[src/hw/rtl/first_fit_block_allocator_core_macros.svh]
// Assertion macros shared by the first-fit block allocator RTL.
// Included by the modules that carry concurrent assertions; needs no package.
`ifndef FIRST_FIT_BLOCK_ALLOCATOR_CORE_MACROS_SVH
`define FIRST_FIT_BLOCK_ALLOCATOR_CORE_MACROS_SVH

// Same-cycle implication, checked outside reset.
`define FFBA_ASSERT_IMP(label, clk, rst, ante, cons) \
  label: assert property (@(posedge clk) disable iff (rst) (ante) |-> (cons)) \
    else $error("ffba assertion failed");

// Next-cycle implication, checked outside reset.
`define FFBA_ASSERT_NXT(label, clk, rst, ante, cons) \
  label: assert property (@(posedge clk) disable iff (rst) (ante) |=> (cons)) \
    else $error("ffba assertion failed");

`endif

[src/hw/rtl/ffba_pkg.sv]
// Package for the first-fit block allocator: default sizes, status and
// request codes, and the transfer structs. Depends on nothing.
`default_nettype none

package ffba_pkg;

  // Default sizing of the allocator.
  localparam int MAX_BLOCKS_DEF   = 16;
  localparam int HEAP_BYTES_DEF   = 65536;
  localparam int HEADER_BYTES_DEF = 16;

  // Heap limit register.
  localparam int              LIMIT_W     = 17;
  localparam logic [16:0]     LIMIT_RESET = 17'h10000;

  // Request types.
  localparam logic REQ_ALLOC = 1'b0;
  localparam logic REQ_FREE  = 1'b1;

  // Result status codes.
  localparam logic [2:0] ST_REUSED  = 3'd0;
  localparam logic [2:0] ST_NEW     = 3'd1;
  localparam logic [2:0] ST_BADSIZE = 3'd2;
  localparam logic [2:0] ST_OOM     = 3'd3;
  localparam logic [2:0] ST_FREED   = 3'd4;
  localparam logic [2:0] ST_IGNORED = 3'd5;

  // One request transfer.
  typedef struct packed {
    logic        req_type;
    logic [15:0] req_size;
    logic [15:0] free_addr;
  } ffba_req_t;

  // One result transfer.
  typedef struct packed {
    logic [2:0]  status;
    logic [15:0] payload_addr;
  } ffba_rsp_t;

  // Port enables of the block table.
  typedef struct packed {
    logic rd_en;
    logic wr_en;
  } ffba_mem_ctl_t;

endpackage

`default_nettype wire

[src/hw/rtl/ffba_table.sv]
// Block table of the allocator: one synchronous memory, one write port and
// one registered read port. Depends on ffba_pkg for the port enable struct and the default depth.
`default_nettype none

module ffba_table #(
  parameter int  DEPTH = ffba_pkg::MAX_BLOCKS_DEF,
  parameter int  WIDTH = 33,
  localparam int AW    = $clog2(DEPTH)
) (
  input  wire                  clk,
  input  ffba_pkg::ffba_mem_ctl_t ctl,
  input  wire  [AW-1:0]        rd_addr,
  output logic [WIDTH-1:0]     rd_data,
  input  wire  [AW-1:0]        wr_addr,
  input  wire  [WIDTH-1:0]     wr_data
);

  logic [WIDTH-1:0] mem [DEPTH];

  // Write port.
  always_ff @(posedge clk) begin
    if (ctl.wr_en) begin
      mem[wr_addr] <= wr_data;
    end
  end

  // Registered read port: the data for rd_addr appears in the cycle after rd_en.
  always_ff @(posedge clk) begin
    if (ctl.rd_en) begin
      rd_data <= mem[rd_addr];
    end
  end

endmodule

`default_nettype wire

[src/hw/rtl/ffba_seq.sv]
// Request sequencer of the allocator: scans the block table one entry per
// cycle, writes back the hit entry or appends a new one. Depends on ffba_pkg.
`default_nettype none
`include "first_fit_block_allocator_core_macros.svh"

module ffba_seq #(
  parameter int  MAX_BLOCKS   = ffba_pkg::MAX_BLOCKS_DEF,
  parameter int  HEAP_BYTES   = ffba_pkg::HEAP_BYTES_DEF,
  parameter int  HEADER_BYTES = ffba_pkg::HEADER_BYTES_DEF,
  localparam int IDX_W   = $clog2(MAX_BLOCKS),
  localparam int TOP_W   = $clog2(HEAP_BYTES + 1),
  localparam int ENTRY_W = 1 + 16 + TOP_W
) (
  input  wire                     clk,
  input  wire                     rst,
  input  wire                     start,
  output logic                    busy,
  input  ffba_pkg::ffba_req_t     req,
  input  wire  [TOP_W-1:0]        limit,
  output logic                    res_valid,
  output ffba_pkg::ffba_rsp_t     res,
  output ffba_pkg::ffba_mem_ctl_t mem_ctl,
  output logic [IDX_W-1:0]        rd_addr,
  input  wire  [ENTRY_W-1:0]      rd_data,
  output logic [IDX_W-1:0]        wr_addr,
  output logic [ENTRY_W-1:0]      wr_data
);

  localparam int CNT_W  = $clog2(MAX_BLOCKS + 1);
  localparam int NEED_W = $clog2(HEAP_BYTES + HEADER_BYTES + 65536);
  localparam int PA_W   = ($clog2(HEAP_BYTES + HEADER_BYTES + 1) > 16) ?
                          $clog2(HEAP_BYTES + HEADER_BYTES + 1) : 16;

  localparam logic [1:0] S_IDLE   = 2'd0;
  localparam logic [1:0] S_SCAN   = 2'd1;
  localparam logic [1:0] S_APPEND = 2'd2;

  typedef struct packed {
    logic             free;
    logic [15:0]      size;
    logic [TOP_W-1:0] start;
  } entry_t;

  logic [1:0]          state, state_next;
  ffba_pkg::ffba_req_t cur;
  logic [CNT_W-1:0]    cnt, cnt_next;
  logic [TOP_W-1:0]    top, top_next;
  logic [IDX_W-1:0]    chk_idx, chk_idx_next;
  logic [NEED_W-1:0]   need;

  logic             accept;
  entry_t           ent, wr_ent;
  logic [PA_W-1:0]  ent_pa, top_pa;
  logic [CNT_W-1:0] last_cnt;
  logic [IDX_W-1:0] last_idx;
  logic [CNT_W-1:0] chk_ext;
  logic             hit, is_last, cnt_full, no_room;

  assign busy   = (state != S_IDLE);
  assign accept = start && !busy;
  assign ent    = entry_t'(rd_data);

  // Payload addresses of the entry under test and of the heap top.
  assign ent_pa = PA_W'(ent.start) + PA_W'(HEADER_BYTES);
  assign top_pa = PA_W'(top) + PA_W'(HEADER_BYTES);

  // Entry match for the request in flight.
  always_comb begin
    if (cur.req_type == ffba_pkg::REQ_ALLOC) begin
      hit = ent.free && (ent.size >= cur.req_size);
    end else begin
      hit = (ent_pa == PA_W'(cur.free_addr));
    end
  end

  assign last_cnt = cnt - CNT_W'(1);
  assign last_idx = last_cnt[IDX_W-1:0];
  assign is_last  = (chk_idx == last_idx);
  assign chk_ext  = CNT_W'(chk_idx);
  assign cnt_full = (cnt == CNT_W'(MAX_BLOCKS));
  assign no_room  = cnt_full || (need > NEED_W'(limit));

  // Sequencer: decides, scans, writes back and answers.
  always_comb begin
    state_next     = state;
    chk_idx_next   = chk_idx;
    cnt_next       = cnt;
    top_next       = top;
    mem_ctl.rd_en  = 1'b0;
    mem_ctl.wr_en  = 1'b0;
    rd_addr        = chk_idx + IDX_W'(1);
    wr_addr        = chk_idx;
    wr_ent         = ent;
    res_valid      = 1'b0;
    res.status     = ffba_pkg::ST_IGNORED;
    res.payload_addr = '0;

    unique case (state)
      S_IDLE: begin
        if (accept) begin
          chk_idx_next = '0;
          rd_addr      = '0;
          priority if (req.req_type == ffba_pkg::REQ_ALLOC && req.req_size == '0) begin
            res_valid  = 1'b1;
            res.status = ffba_pkg::ST_BADSIZE;
          end else if (req.req_type == ffba_pkg::REQ_FREE && req.free_addr == '0) begin
            res_valid  = 1'b1;
            res.status = ffba_pkg::ST_IGNORED;
          end else if (cnt == '0) begin
            if (req.req_type == ffba_pkg::REQ_ALLOC) begin
              state_next = S_APPEND;
            end else begin
              res_valid  = 1'b1;
              res.status = ffba_pkg::ST_IGNORED;
            end
          end else begin
            mem_ctl.rd_en = 1'b1;
            state_next    = S_SCAN;
          end
        end
      end

      S_SCAN: begin
        priority if (hit) begin
          mem_ctl.wr_en = 1'b1;
          res_valid     = 1'b1;
          state_next    = S_IDLE;
          if (cur.req_type == ffba_pkg::REQ_ALLOC) begin
            wr_ent.free      = 1'b0;
            res.status       = ffba_pkg::ST_REUSED;
            res.payload_addr = ent_pa[15:0];
          end else begin
            wr_ent.free = 1'b1;
            res.status  = ffba_pkg::ST_FREED;
          end
        end else if (is_last) begin
          if (cur.req_type == ffba_pkg::REQ_ALLOC) begin
            state_next = S_APPEND;
          end else begin
            res_valid  = 1'b1;
            res.status = ffba_pkg::ST_IGNORED;
            state_next = S_IDLE;
          end
        end else begin
          mem_ctl.rd_en = 1'b1;
          chk_idx_next  = chk_idx + IDX_W'(1);
        end
      end

      S_APPEND: begin
        res_valid  = 1'b1;
        state_next = S_IDLE;
        if (no_room) begin
          res.status = ffba_pkg::ST_OOM;
        end else begin
          mem_ctl.wr_en    = 1'b1;
          wr_addr          = cnt[IDX_W-1:0];
          wr_ent.free      = 1'b0;
          wr_ent.size      = cur.req_size;
          wr_ent.start     = top;
          res.status       = ffba_pkg::ST_NEW;
          res.payload_addr = top_pa[15:0];
          top_next         = need[TOP_W-1:0];
          cnt_next         = cnt + CNT_W'(1);
        end
      end

      default: begin
        state_next = S_IDLE;
      end
    endcase
  end

  assign wr_data = wr_ent;

  // Control registers.
  always_ff @(posedge clk) begin
    if (rst) begin
      state   <= S_IDLE;
      cnt     <= '0;
      top     <= '0;
      chk_idx <= '0;
    end else begin
      state   <= state_next;
      cnt     <= cnt_next;
      top     <= top_next;
      chk_idx <= chk_idx_next;
    end
  end

  // Request capture and the heap end an append would reach.
  always_ff @(posedge clk) begin
    if (accept) begin
      cur  <= req;
      need <= NEED_W'(top) + NEED_W'(HEADER_BYTES) + NEED_W'(req.req_size);
    end
  end

  // Table writes happen only while a request is in flight.
  `FFBA_ASSERT_IMP(a_wr_in_flight, clk, rst, mem_ctl.wr_en, state != S_IDLE)
  // The scan never looks past the filled part of the table.
  `FFBA_ASSERT_IMP(a_scan_in_range, clk, rst, state == S_SCAN, chk_ext < cnt)
  // A new block grows the table by exactly one entry.
  `FFBA_ASSERT_NXT(a_new_grows, clk, rst, res_valid && res.status == ffba_pkg::ST_NEW, cnt == $past(cnt) + CNT_W'(1))
  // The block count stays within the table.
  `FFBA_ASSERT_IMP(a_cnt_bound, clk, rst, 1'b1, cnt <= CNT_W'(MAX_BLOCKS))

endmodule

`default_nettype wire

[src/hw/rtl/first_fit_block_allocator_core.sv]
// First-fit block allocator. A zero size, a null free or a free on an empty table is answered
// without a scan; otherwise the table is scanned from entry 0 up to the first hit, and a miss
// ends in an append or out of memory for an alloc and in an ignored free for a free. The scan
// reads one table entry per cycle from the single read port, then the hit, append or miss
// commits. A new start is taken in the done cycle.
// rst clears the block count, heap top and handshake state and sets heap_limit to 65536.
`default_nettype none

module first_fit_block_allocator_core #(
  parameter int  MAX_BLOCKS   = ffba_pkg::MAX_BLOCKS_DEF,
  parameter int  HEAP_BYTES   = ffba_pkg::HEAP_BYTES_DEF,
  parameter int  HEADER_BYTES = ffba_pkg::HEADER_BYTES_DEF
) (
  input  wire                         clk,
  input  wire                         rst,
  input  wire                         start,
  output logic                        busy,
  input  ffba_pkg::ffba_req_t         req,
  output logic                        done,
  output ffba_pkg::ffba_rsp_t         result,
  input  wire                         cfg_valid,
  output logic                        cfg_ready,
  input  wire  [ffba_pkg::LIMIT_W-1:0] cfg_data
);

  localparam int IDX_W   = $clog2(MAX_BLOCKS);
  localparam int TOP_W   = $clog2(HEAP_BYTES + 1);
  localparam int ENTRY_W = 1 + 16 + TOP_W;

  logic [ffba_pkg::LIMIT_W-1:0] heap_limit;
  logic [TOP_W-1:0]             limit;
  logic                         res_valid;
  ffba_pkg::ffba_rsp_t          res;
  ffba_pkg::ffba_mem_ctl_t      mem_ctl;
  logic [IDX_W-1:0]             rd_addr, wr_addr;
  logic [ENTRY_W-1:0]           rd_data, wr_data;

  // Configuration transfers are taken whenever no request is in flight.
  assign cfg_ready = !busy;

  always_ff @(posedge clk) begin
    if (rst) begin
      heap_limit <= ffba_pkg::LIMIT_RESET;
    end else if (cfg_valid && cfg_ready) begin
      heap_limit <= cfg_data;
    end
  end

  // The limit in force is the smaller of the register and the heap size.
  always_comb begin
    if (32'(heap_limit) < 32'(HEAP_BYTES)) begin
      limit = TOP_W'(heap_limit);
    end else begin
      limit = TOP_W'(HEAP_BYTES);
    end
  end

  ffba_seq #(
    .MAX_BLOCKS   (MAX_BLOCKS),
    .HEAP_BYTES   (HEAP_BYTES),
    .HEADER_BYTES (HEADER_BYTES)
  ) u_seq (
    .clk       (clk),
    .rst       (rst),
    .start     (start),
    .busy      (busy),
    .req       (req),
    .limit     (limit),
    .res_valid (res_valid),
    .res       (res),
    .mem_ctl   (mem_ctl),
    .rd_addr   (rd_addr),
    .rd_data   (rd_data),
    .wr_addr   (wr_addr),
    .wr_data   (wr_data)
  );

  ffba_table #(
    .DEPTH (MAX_BLOCKS),
    .WIDTH (ENTRY_W)
  ) u_table (
    .clk     (clk),
    .ctl     (mem_ctl),
    .rd_addr (rd_addr),
    .rd_data (rd_data),
    .wr_addr (wr_addr),
    .wr_data (wr_data)
  );

  // Result register: each result is shown for one cycle with done.
  always_ff @(posedge clk) begin
    if (rst) begin
      done <= 1'b0;
    end else begin
      done <= res_valid;
    end
  end

  always_ff @(posedge clk) begin
    if (res_valid) begin
      result <= res;
    end
  end

endmodule

`default_nettype wire
[config.mk]
export PLATFORM = sky130hd
export DESIGN_NAME = first_fit_block_allocator_core
export DESIGN_NICKNAME = d
export VERILOG_FILES = /design/src/hw/rtl/ffba_pkg.sv /design/src/hw/rtl/ffba_table.sv /design/src/hw/rtl/ffba_seq.sv /design/src/hw/rtl/first_fit_block_allocator_core.sv
export VERILOG_INCLUDE_DIRS = /design/src /design/src/hw/rtl
export SDC_FILE = /design/constraint.sdc
export NUM_CORES = 1
export LEC_CHECK = 0
export BUFFER_PORTS_ARGS = -buffer_cell sky130_fd_sc_hd__buf_2
export CAP_MARGIN = 25
export CORE_AREA = 2 2 212 214
export CTS_CLUSTER_SIZE = 28
export DETAILED_ROUTE_END_ITERATION = 10
export DIE_AREA = 0 0 214 216
export PLACE_DENSITY_LB_ADDON = 0.15
export RECOVER_POWER = 50
export SYNTH_ARGS = -nofsm -noshare
export SYNTH_HDL_FRONTEND = slang
export SYNTH_HIERARCHICAL = 1
export SYNTH_SLANG_ARGS = --single-unit
[constraint.sdc]
create_clock -name clk -period 14.8 [get_ports clk]
set_clock_uncertainty 0.2 [all_clocks]
set_input_delay 0.74 -clock clk [delete_from_list [all_inputs] [get_ports clk]]
set_output_delay 0.74 -clock clk [all_outputs]
set_load 0.02 [all_outputs]
Word-level counts from Yosys, hierarchy flattened
Memories as Yosys holds them, arrays and structs flattened. A register that Yosys moved wholly into a read port is not among the register bits.
Index checks and enable logic that the tools add are counted.
{"block": "word_totals", "out_inout_bits": 22, "wordCells": 107, "register_bits": 116, "mem_count": 1, "mem_bits_rw": 544}
{"block": "classes", "n_bitwise": 2, "mux": 54, "add_sub_neg": 7, "magnitude_cmp": 3, "n_reduce_logical": 16, "eq_ne": 12}
{"memory": "u_table.mem", "words": 16, "width": 34, "read_ports": 1, "rd_ports_with_merged_regs": 1, "write_ports": 1, "line": "ffba_table.sv:18", "source": "logic [WIDTH-1:0] mem [DEPTH];"}
{"operator": "$mux 16", "count": 3}
{"operator": "$mux 34", "count": 1}
{"operator": "$mux 33", "count": 1}
{"operator": "$logic_not 16->1", "count": 2}
{"operator": "$pmux 16 s2", "count": 1}
{"operator": "$mux 4", "count": 7}
{"operator": "$mux 1", "count": 20}
{"operator": "$add 17x5->18 const B", "count": 1}
{"operator": "$add 18x16->18", "count": 1}
{"operator": "$gt 18x17->1", "count": 1}
{"operator": "$mux 2", "count": 9}
{"operator": "$add 17x5->17 const B", "count": 1}
{"operator": "$eq 17x16->1", "count": 1}
{"operator": "$lt 17x17->1 const B", "count": 1}
{"operator": "$mux 17", "count": 1}
{"operator": "$add 16x5->16 const B", "count": 1}
{"operator": "$ge 16x16->1", "count": 1}
{"operator": "$mux 3", "count": 4}
{"operator": "$pmux 3 s3", "count": 1}
{"operator": "$ne 2x2->1 const B", "count": 4}
{"operator": "$pmux 4 s2", "count": 1}
{"operator": "$pmux 1 s2", "count": 3}
{"operator": "$add 5x1->5 const B", "count": 1}
{"operator": "$eq 5x5->1 const B", "count": 1}
{"operator": "other kinds (20)", "count": 26}

Logic depth before layout (Yosys ltp)
Gate-level depths: netlist (run 1).
{"block": "logic_depth", "depth_word": 8, "ltp_mapped": 16, "depth_no_buf": 13}

Cells and area by module
Netlist (run 1), hierarchy kept.
{"mod": "ffba_table", "area_per_inst_um2": 21416.8, "n_inst": 1, "seq_area_each_um2": 17356.6, "cells_per_inst": 888}
{"mod": "ffba_seq", "area_per_inst_um2": 6332.3, "n_inst": 1, "seq_area_each_um2": 2092.0, "cells_per_inst": 687}
{"mod": "first_fit_block_allocator_core", "area_per_inst_um2": 1515.2, "n_inst": 1, "seq_area_each_um2": 930.9, "cells_per_inst": 115}

Least setup slack after synthesis (run 1)
OpenSTA, ideal clock, no wires.
{"block": "synth_path", "kind": "register to register", "from": "register heap_limit[16] in the netlist's numbering", "to": "memory u_table/mem[0][0] in the netlist's numbering, enable pin", "stages_incl_launch_ff": 15, "synth_period_minus_slack_ps": 6091, "slack_ps": 8709, "path_buffers": 2, "arrival_time_ps": 5424, "setup_time_ps": 467, "t_required_ps": 14133, "cell_sequence": "dfxtp_1 > buf_2 > nor2b_1 > inv_1 > ha_1 > a21o_1 > a21oi_1 > nor2b_1 > o31a_1 > o31ai_2 > nand2_1 > clkbuf_1 > mux2_2 > or3b_2 > nor3_1"}
{"element": "from (decl)", "line": "first_fit_block_allocator_core.sv:30", "source": "logic [ffba_pkg::LIMIT_W-1:0] heap_limit;"}
{"element": "from (signal assigned)", "line": "first_fit_block_allocator_core.sv:43", "source": "heap_limit <= ffba_pkg::LIMIT_RESET;"}
{"element": "from (signal assigned)", "line": "first_fit_block_allocator_core.sv:45", "source": "heap_limit <= cfg_data;"}
{"element": "$lt 17x17->1", "line": "first_fit_block_allocator_core.sv:51", "source": "if (32'(heap_limit) < 32'(HEAP_BYTES)) begin"}
{"element": "$mux 17", "line": "first_fit_block_allocator_core.sv:51"}
{"element": "via limit[3]", "line": "first_fit_block_allocator_core.sv:31", "source": "logic [TOP_W-1:0] limit;"}
{"element": "$gt 18x17->1", "line": "ffba_seq.sv:81", "source": "assign no_room = cnt_full || (need > NEED_W'(limit));"}
{"element": "$logic_or 1x1->1", "line": "ffba_seq.sv:81"}
{"element": "$mux 4", "line": "ffba_seq.sv:153", "source": "if (no_room) begin"}
{"element": "$mux 4", "line": "ffba_seq.sv:98", "source": "unique case (state)"}
{"element": "via wr_addr[2]", "line": "first_fit_block_allocator_core.sv:35", "source": "logic [IDX_W-1:0] rd_addr, wr_addr;"}
{"element": "to (decl)", "line": "ffba_table.sv:18"}
The timed path passes the listed nets, and every way through them passes these cells.

Worst setup path after layout (run 1)
{"block": "layout_path", "from": "register heap_limit[16] in the netlist's numbering", "to": "memory u_table/mem[3][30] in the netlist's numbering, enable pin"}
The elaborated chain is that of the path after synthesis.

==> results of run 1 <==
==> flip-flops by register name (all words and copies together) (netlist names) <==
| signal | cells |
|---|---|
| heap_limit | 17 |
| u_seq/state | 2 |
| u_seq/chk_idx | 4 |
| u_seq/top | 17 |
| u_seq/cur | 33 |
| u_table/rd_data | 34 |
| u_table/mem | 544 |
| done | 1 |
| u_seq/need | 18 |
| result | 19 |
| u_seq/cnt | 5 |
==> placed cells by master (no fill, tap or decap), types with 46 or more instances in the layout <==
cell type and count:
nor2_1 55, ha_1 74, clkbuf_1 89, clkbuf_16 71
dfxtp_1 46, mux4_2 136, a22oi_1 68, inv_1 55
o21ai_0 51, nand2_1 95, edfxtp_1 648
==> area by class of cell <==
cell class	instances	area, um2
Inverter	55	206
Timing Repair Buffer	129	744
Multi-Input combinational cell	864	8410
Sequential cell	694	20400
Fill cell	2566	11200
Clock buffer	81	1810
Clock inverter	39	314
Tap cell	592	741
==> per-layer routing <==
metal  share of wire  wire length [um]  global-route usage
met4           0.042              2880               0.131
met5         0.00023                16                   0
met3            0.11              7430              0.0685
met1            0.38             26100               0.424
met2            0.47             32400               0.476
==> final timing paths <==
check	from	end	slack, ns	cells after the start
max	heap_limit[16]$_SDFFE_PP1P_	u_table/mem[3][30]$_DFFE_PP_	7.74	14
min	req[0]	u_seq/cur[0]$_DFFE_PP_	0.16	1
max reg2reg	heap_limit[16]$_SDFFE_PP1P_	u_table/mem[3][30]$_DFFE_PP_	7.74	14
min reg2reg	heap_limit[7]$_SDFFE_PP0P_	heap_limit[7]$_SDFFE_PP0P_	0.27	2
==> through the flow <==
step	total power [W]	hold WS [ns]
2_1_floorplan	0.00317	0.238
3_3_place_gp	0.00345	0.259
3_5_place_dp	0.00348	0.251
4_1_cts	0.00514	0.114
5_1_grt	0.00529	0.156
6_report	0.00511	0.157
==> report_power, final <==
group	internal [W]	switching, W
registers	0.00241	0.0000815
logic	0.000352	0.000590
clock network	0.000961	0.000708
total	0.00372	0.00138
==> kinds of logic (layout without fill, tap and decap cells) <==
family                   Yosys count  after routing  synth area share
XOR/XNOR                          60             60            0.0184
adder cells (fa/ha/maj)           75             75            0.0323
multiplexers                     172            172             0.118
AND/OR/NAND/NOR                  334            334            0.0629
AO/OA/AOI/OAI                    223            223            0.0520
flip-flops                       694            694             0.696
buffers and inverters            132            304            0.0201
==> critical path, delay by kind of cell, from the launching register on <==
kind / cells / cell delay, ns
simple gates: 5 / 1.28
compound gates: 5 / 2.71
buf+inv: 3 / 1.55
flops: 1 / 0.67
fa+ha+maj: 1 / 0.24
==> out/qor.yml, run 1 <==
diodes: 0
cp.required_ns: 14.84
synth-main-ff-cell: "edfxtp_1"
critPathArrivalTime_ns: 7.10
worst-path-max-fanout: 57
placed_cells: 2331
rsz0062_at_grt: "false"
drcViolationCount: 0
io_pins: 76
fin_util: 0.744
post_synth_num_cell_types: 75
htreeDepth: 3
worstPathCellList: "nor2b_1 -> inv_1 -> ha_1 -> a21o_1 -> a21oi_1 -> nor2b_1 -> o31a_1 -> o31ai_1 -> nand2_2 -> clkbuf_1 -> o21ai_0 -> nand2_1 -> nor2_4 -> buf_4"
fin_area_um2: 32600
path_class: "flop to flop"
synth_nets: 1819
fin_ws_ns: 7.74
fin_tns_setup_ns: 0
place_area_um2: 30700
cts_tree: "done"
p_per_area_nw_per_um2: 157
synth_area_um2: 29300
synth.top_cell.area_share: 0.665
final_hold_viol_count: 0
slew_viol_final: 131
cap_violations: 3
critPathSlowestCell: "o21ai_0"
syn_to_final_growth_pct: 11.4
p_leak_nw: 10.7
avgSynthCellArea_um2: 17.3
io_buffers: 75
grt_max_degree: 70
initial_core_util: 0.668
ys_warn_count: 6
gp_congestion: 0.904
ant_nets: 0
cts_made_buffers: 68
hpwlAfterDp_um: 40700
grt_remaining_overflow: 0
synthTopCellsByArea: "edfxtp_1 (66%), mux4_2 (10%), ha_1 (3.2%)"
outcome: "complete, but fails checks"
fin_cells: 2454
antenna_found_initial: 1
via_count: 16400
ctsHoldBuffers: 0
clockBufferDepth: 3
max_freq_ghz: 0.142
synth_common_cells: "edfxtp_1 (648), mux4_2 (136), nand2_1 (96), ha_1 (74), nor2_1 (69)"
relSlewSlack: -1.21
synth_area_leader_cell: "edfxtp_1"
cts.clk_slew.worst_paths_ns: 0.06
grt_pass1_wl_um: 103000
rows: 77
cts.sinks: 694
insertion_delay_ns: 0.61
setup_viol: 0
root_buffer: "clkbuf_16"
layout-drive-gt1-share: 0.178
post-synth-top-count-cell: "edfxtp_1"
post_cts_buffers: 0
endpoint_kind: "flop"
violations: "capacitance limit, slew limit"
cts_resized: 0
start_kind: "flop"
syn_inst: 1690
via_per_inst: 6.67
synth-seq-cells: 694
dr.pass1.iters: 6
drt-wirelength-per-cell_um: 28.1
grtUsageTotal: 0.306
core-area_um2: 43800
cp_common_cell: "nor2b_1"
grt_pass1_vias: 16300
die_h_um: 216
worst_pin_slew_ns: 3.32
wirelength_um: 68800
pre_cts_ws_ns: 9.18
ir_worst_vdd_mv: 0.177
finalCritPeriodShare: 0.477
synth_edf_count: 648
nNetsFinal: 1941
hp-class: "input port to flop"
die_w_um: 214
drt_iter0_drc: 2162
slowest_delay_ns: 1.30
post-route-min-period_ns: 7.06
async_reset_ff_frac: 0
ys_seq_area_frac: 0.696
dieArea_um2: 46200
Power figures use the tool's default switching activity.
==> run 2: changes to the inputs <==
--- a/config.mk
+++ b/config.mk
@@ -8,10 +8,10 @@
 export LEC_CHECK = 0
 export BUFFER_PORTS_ARGS = -buffer_cell sky130_fd_sc_hd__buf_2
 export CAP_MARGIN = 25
-export CORE_AREA = 2 2 212 214
+export CORE_AREA = 2 2 232 234
 export CTS_CLUSTER_SIZE = 28
 export DETAILED_ROUTE_END_ITERATION = 10
-export DIE_AREA = 0 0 214 216
+export DIE_AREA = 0 0 234 236
 export PLACE_DENSITY_LB_ADDON = 0.15
 export RECOVER_POWER = 50
 export SYNTH_ARGS = -nofsm -noshare
==> constraint.sdc (replaced) <==
create_clock -name clk -period 5.7 [get_ports clk]
set_clock_uncertainty 0.2 [all_clocks]
set_input_delay 0.285 -clock clk [delete_from_list [all_inputs] [get_ports clk]]
set_output_delay 0.285 -clock clk [all_outputs]
set_load 0.02 [all_outputs]
==> run 2 against run 1 <==
Final area rose by 3.7%. Sequential share of layout area fell by 2.3 points. Routed wire length fell by 0.50%. Hold slack got worse by 0.074 ns. Global-route usage fell by 5.3 points. Sequential cell count did not move. Worst setup slack got worse by 7.2 ns. The flow still finishes with violations (capacitance limit, slew limit). First-iteration DRC count fell by 37%. Sequential power rose to 2.6 times the previous value.
==> out/qor.yml, run 2 (same netlist as run 1, synthesis figures left out) <==
largest_reg_flops: 544  # unchanged
place_area_um2: 30900  # +0.87%
worst_pin_slew_ns: 2.03  # -1.29 ns
final_cell_mix: "edfxtp_1 (648), mux4_2 (136), nand2_1 (95)"
intPower_w: 0.00999  # +170%
grtUsageTotal: 0.253  # -0.0531
via_per_inst: 6.12  # -8.2%
r2r-start: "u_seq/state[1]$_SDFFE_PP0P_"
power_w: 0.0137  # +170%
dieArea_um2: 55200  # +19%
p_per_area_nw_per_um2: 405  # +160%
via_count: 16200  # -0.90%
io_pins: 76  # unchanged
worstPathCellList: "inv_1 -> ha_1 -> inv_1 -> nor2_1 -> nor2_1 -> nor2b_4 -> clkbuf_2 -> a22oi_1 -> nand2_1"
grt_remaining_overflow: 0  # unchanged
clkPwrFrac: 0.347  # +0.020
timing.hold.ws_ns: 0.0827  # -0.0742 ns
drcViolationCount: 0  # unchanged
final_hold_viol_count: 0  # unchanged
path_depth: 9  # -5
cts_tree: "done"
power_frac_seq: 0.472  # -0.016
slowest_delay_ns: 1.62  # +0.32 ns
outcome: "complete, but fails checks"
nNetsFinal: 2025  # +4.3%
ir_worst_vdd_mv: 0.218  # +23%
insertion_delay_ns: 0.61  # about the same
largestRegisters: "u_table/mem: 544 flops, u_table/rd_data: 34 flops, u_seq/cur: 33 flops"
grt_max_degree: 70  # unchanged
crit_family: "simple AND/OR/NAND/NOR gates"
cp.required_ns: 5.93  # -8.91 ns
dr.pass1.iters: 5  # -1
critPathArrivalTime_ns: 5.35  # -1.75 ns
switching_share: 0.270  # about the same
worst-path-max-fanout: 22  # -61%
layout-drive-gt1-share: 0.187  # +0.00932
path_class: "flop to flop"
fin_util: 0.637  # -0.106
cap_violations: 1  # -2
critPathSlowestCell: "nor2_1"
syn_to_final_growth_pct: 15.6
htreeDepth: 3  # unchanged
regMostFlops: "u_table/mem"
grt_pass1_wl_um: 102000  # -0.84%
layout_commonest_cell: "edfxtp_1"
endpoint_kind: "flop"
crit_buf_inv: 3  # unchanged
antenna_found_initial: 3  # +2
slew_viol_final: 21  # -84%
post_cts_buffers: 0  # unchanged
hold_start: "start"
drt_iter0_drc: 1365  # -37%
hp-class: "input port to flop"
fillCellCount: 3679  # +43%
finalCritPeriodShare: 0.898  # +0.421
p_comb_frac: 0.181  # -0.004
violations: "capacitance limit, slew limit"
die_w_um: 234  # +9.3%
ant_nets: 0  # unchanged
fin_area_um2: 33800  # +3.7%
rsz0062_at_grt: "false"
cts.sinks: 694  # unchanged
rows: 85  # +10%
clockBufferDepth: 3  # unchanged
r2r_slack_ns: 0.58  # -7.16 ns
gp_congestion: 0.887  # -1.9%
ff_latch_area_um2: 20400  # unchanged
root_buffer: "clkbuf_16"
relSlewSlack: -0.357  # +0.858
hpwlAfterDp_um: 42600  # +4.7%
cts_made_buffers: 72  # +5.9%
start_kind: "flop"
die_h_um: 236  # +9.3%
pre_cts_ws_ns: 0.878  # -8.30 ns
p_leak_nw: 11.2  # +4.3%
hold_depth: 5  # +4
rr_worst_depth: 9  # -5
rr_endpoint: "u_table/rd_data[6]$_DFFE_PP_"
fin_ws_ns: 0.582  # -7.16 ns
cts.clk_slew.worst_paths_ns: 0.06  # about the same
initial_core_util: 0.551  # -0.116
setup_viol: 0  # unchanged
grt_pass1_vias: 16100  # -1.3%
io_buffers: 75  # unchanged
max_freq_ghz: 0.195  # +38%
wirelength_um: 68500  # -0.50%
drt-wirelength-per-cell_um: 25.9  # -7.8%
core-area_um2: 53100  # +21%
switchingPower_w: 0.00370  # +170%
hold_end: "u_seq/state[0]$_SDFFE_PP0P_"
post-route-min-period_ns: 5.12  # -1.94 ns
multi_input_area_um2: 8430  # +0.33%
-- run 2: repair_timing --
action                                 4_1_cts  5_1_grt
setup endpoints to repair                    0        0
gates resized for setup                      0        0
endpoints found under the hold margin       52        0
hold buffers                                66        0
-- run 2: final cells by class --
class                   instances  area share
repair buffers                209      0.0455
clock buffers                  86      0.0579
well taps                     696      0.0257
multi-input cells             864       0.249
flip-flops and latches        694       0.602
clock inverters                43      0.0129
inverters                      55     0.00610
diodes                          1   0.0000740
-- run 2: worst max path at each step --
stage                                     start  slack, ns                             to
floorplan           heap_limit[16]$_SDFFE_PP1P_      -0.15   u_table/mem[12][0]$_DFFE_PP_
global placement    heap_limit[16]$_SDFFE_PP1P_       0.96   u_table/mem[0][16]$_DFFE_PP_
detailed placement  heap_limit[16]$_SDFFE_PP1P_       0.88  u_table/mem[11][10]$_DFFE_PP_
CTS                 heap_limit[16]$_SDFFE_PP1P_       0.85   u_table/mem[11][1]$_DFFE_PP_
global route        heap_limit[16]$_SDFFE_PP1P_       0.29   u_table/mem[11][1]$_DFFE_PP_
finish              u_seq/state[1]$_SDFFE_PP0P_       0.58   u_table/rd_data[6]$_DFFE_PP_
-- run 2: power groups by stage --
stage / clock, W / sequential, W / combinational [W]
2_1_floorplan: 0 / 0.00653 / 0.00170
3_3_place_gp: 0 / 0.00655 / 0.00245
3_5_place_dp: 0 / 0.00655 / 0.00255
4_1_cts: 0.00483 / 0.00644 / 0.00260
5_1_grt: 0.00501 / 0.00648 / 0.00271
6_report: 0.00475 / 0.00646 / 0.00248
-- run 2: metrics by stage --
step | instances | setup TNS, ns
after floorplan | 1690 | -15.73
after global placement | 2449 | 0
after detailed placement | 2450 | 0
after CTS | 2645 | 0
after global routing | 2647 | 0
final | 2648 | 0
-- run 2: worst register-to-register path, cell delays in order (launching register included) --
cell and delay (ns):
dfxtp_1 0.33, inv_1 0.10, ha_1 0.25, inv_1 0.34, nor2_1 1.62, nor2_1 0.45
nor2b_4 0.63, clkbuf_2 0.56, a22oi_1 0.23, nand2_1 0.23
-- run 2: layer usage --
metal | up-vias | track usage | share of wire
met5 | - | 0 | 0
met1 | 8373 | 0.360 | 0.42
met2 | 586 | 0.402 | 0.48
li1 | 7139 | - | -
met4 | 0 | 0.0742 | 0.029
met3 | 114 | 0.0441 | 0.066
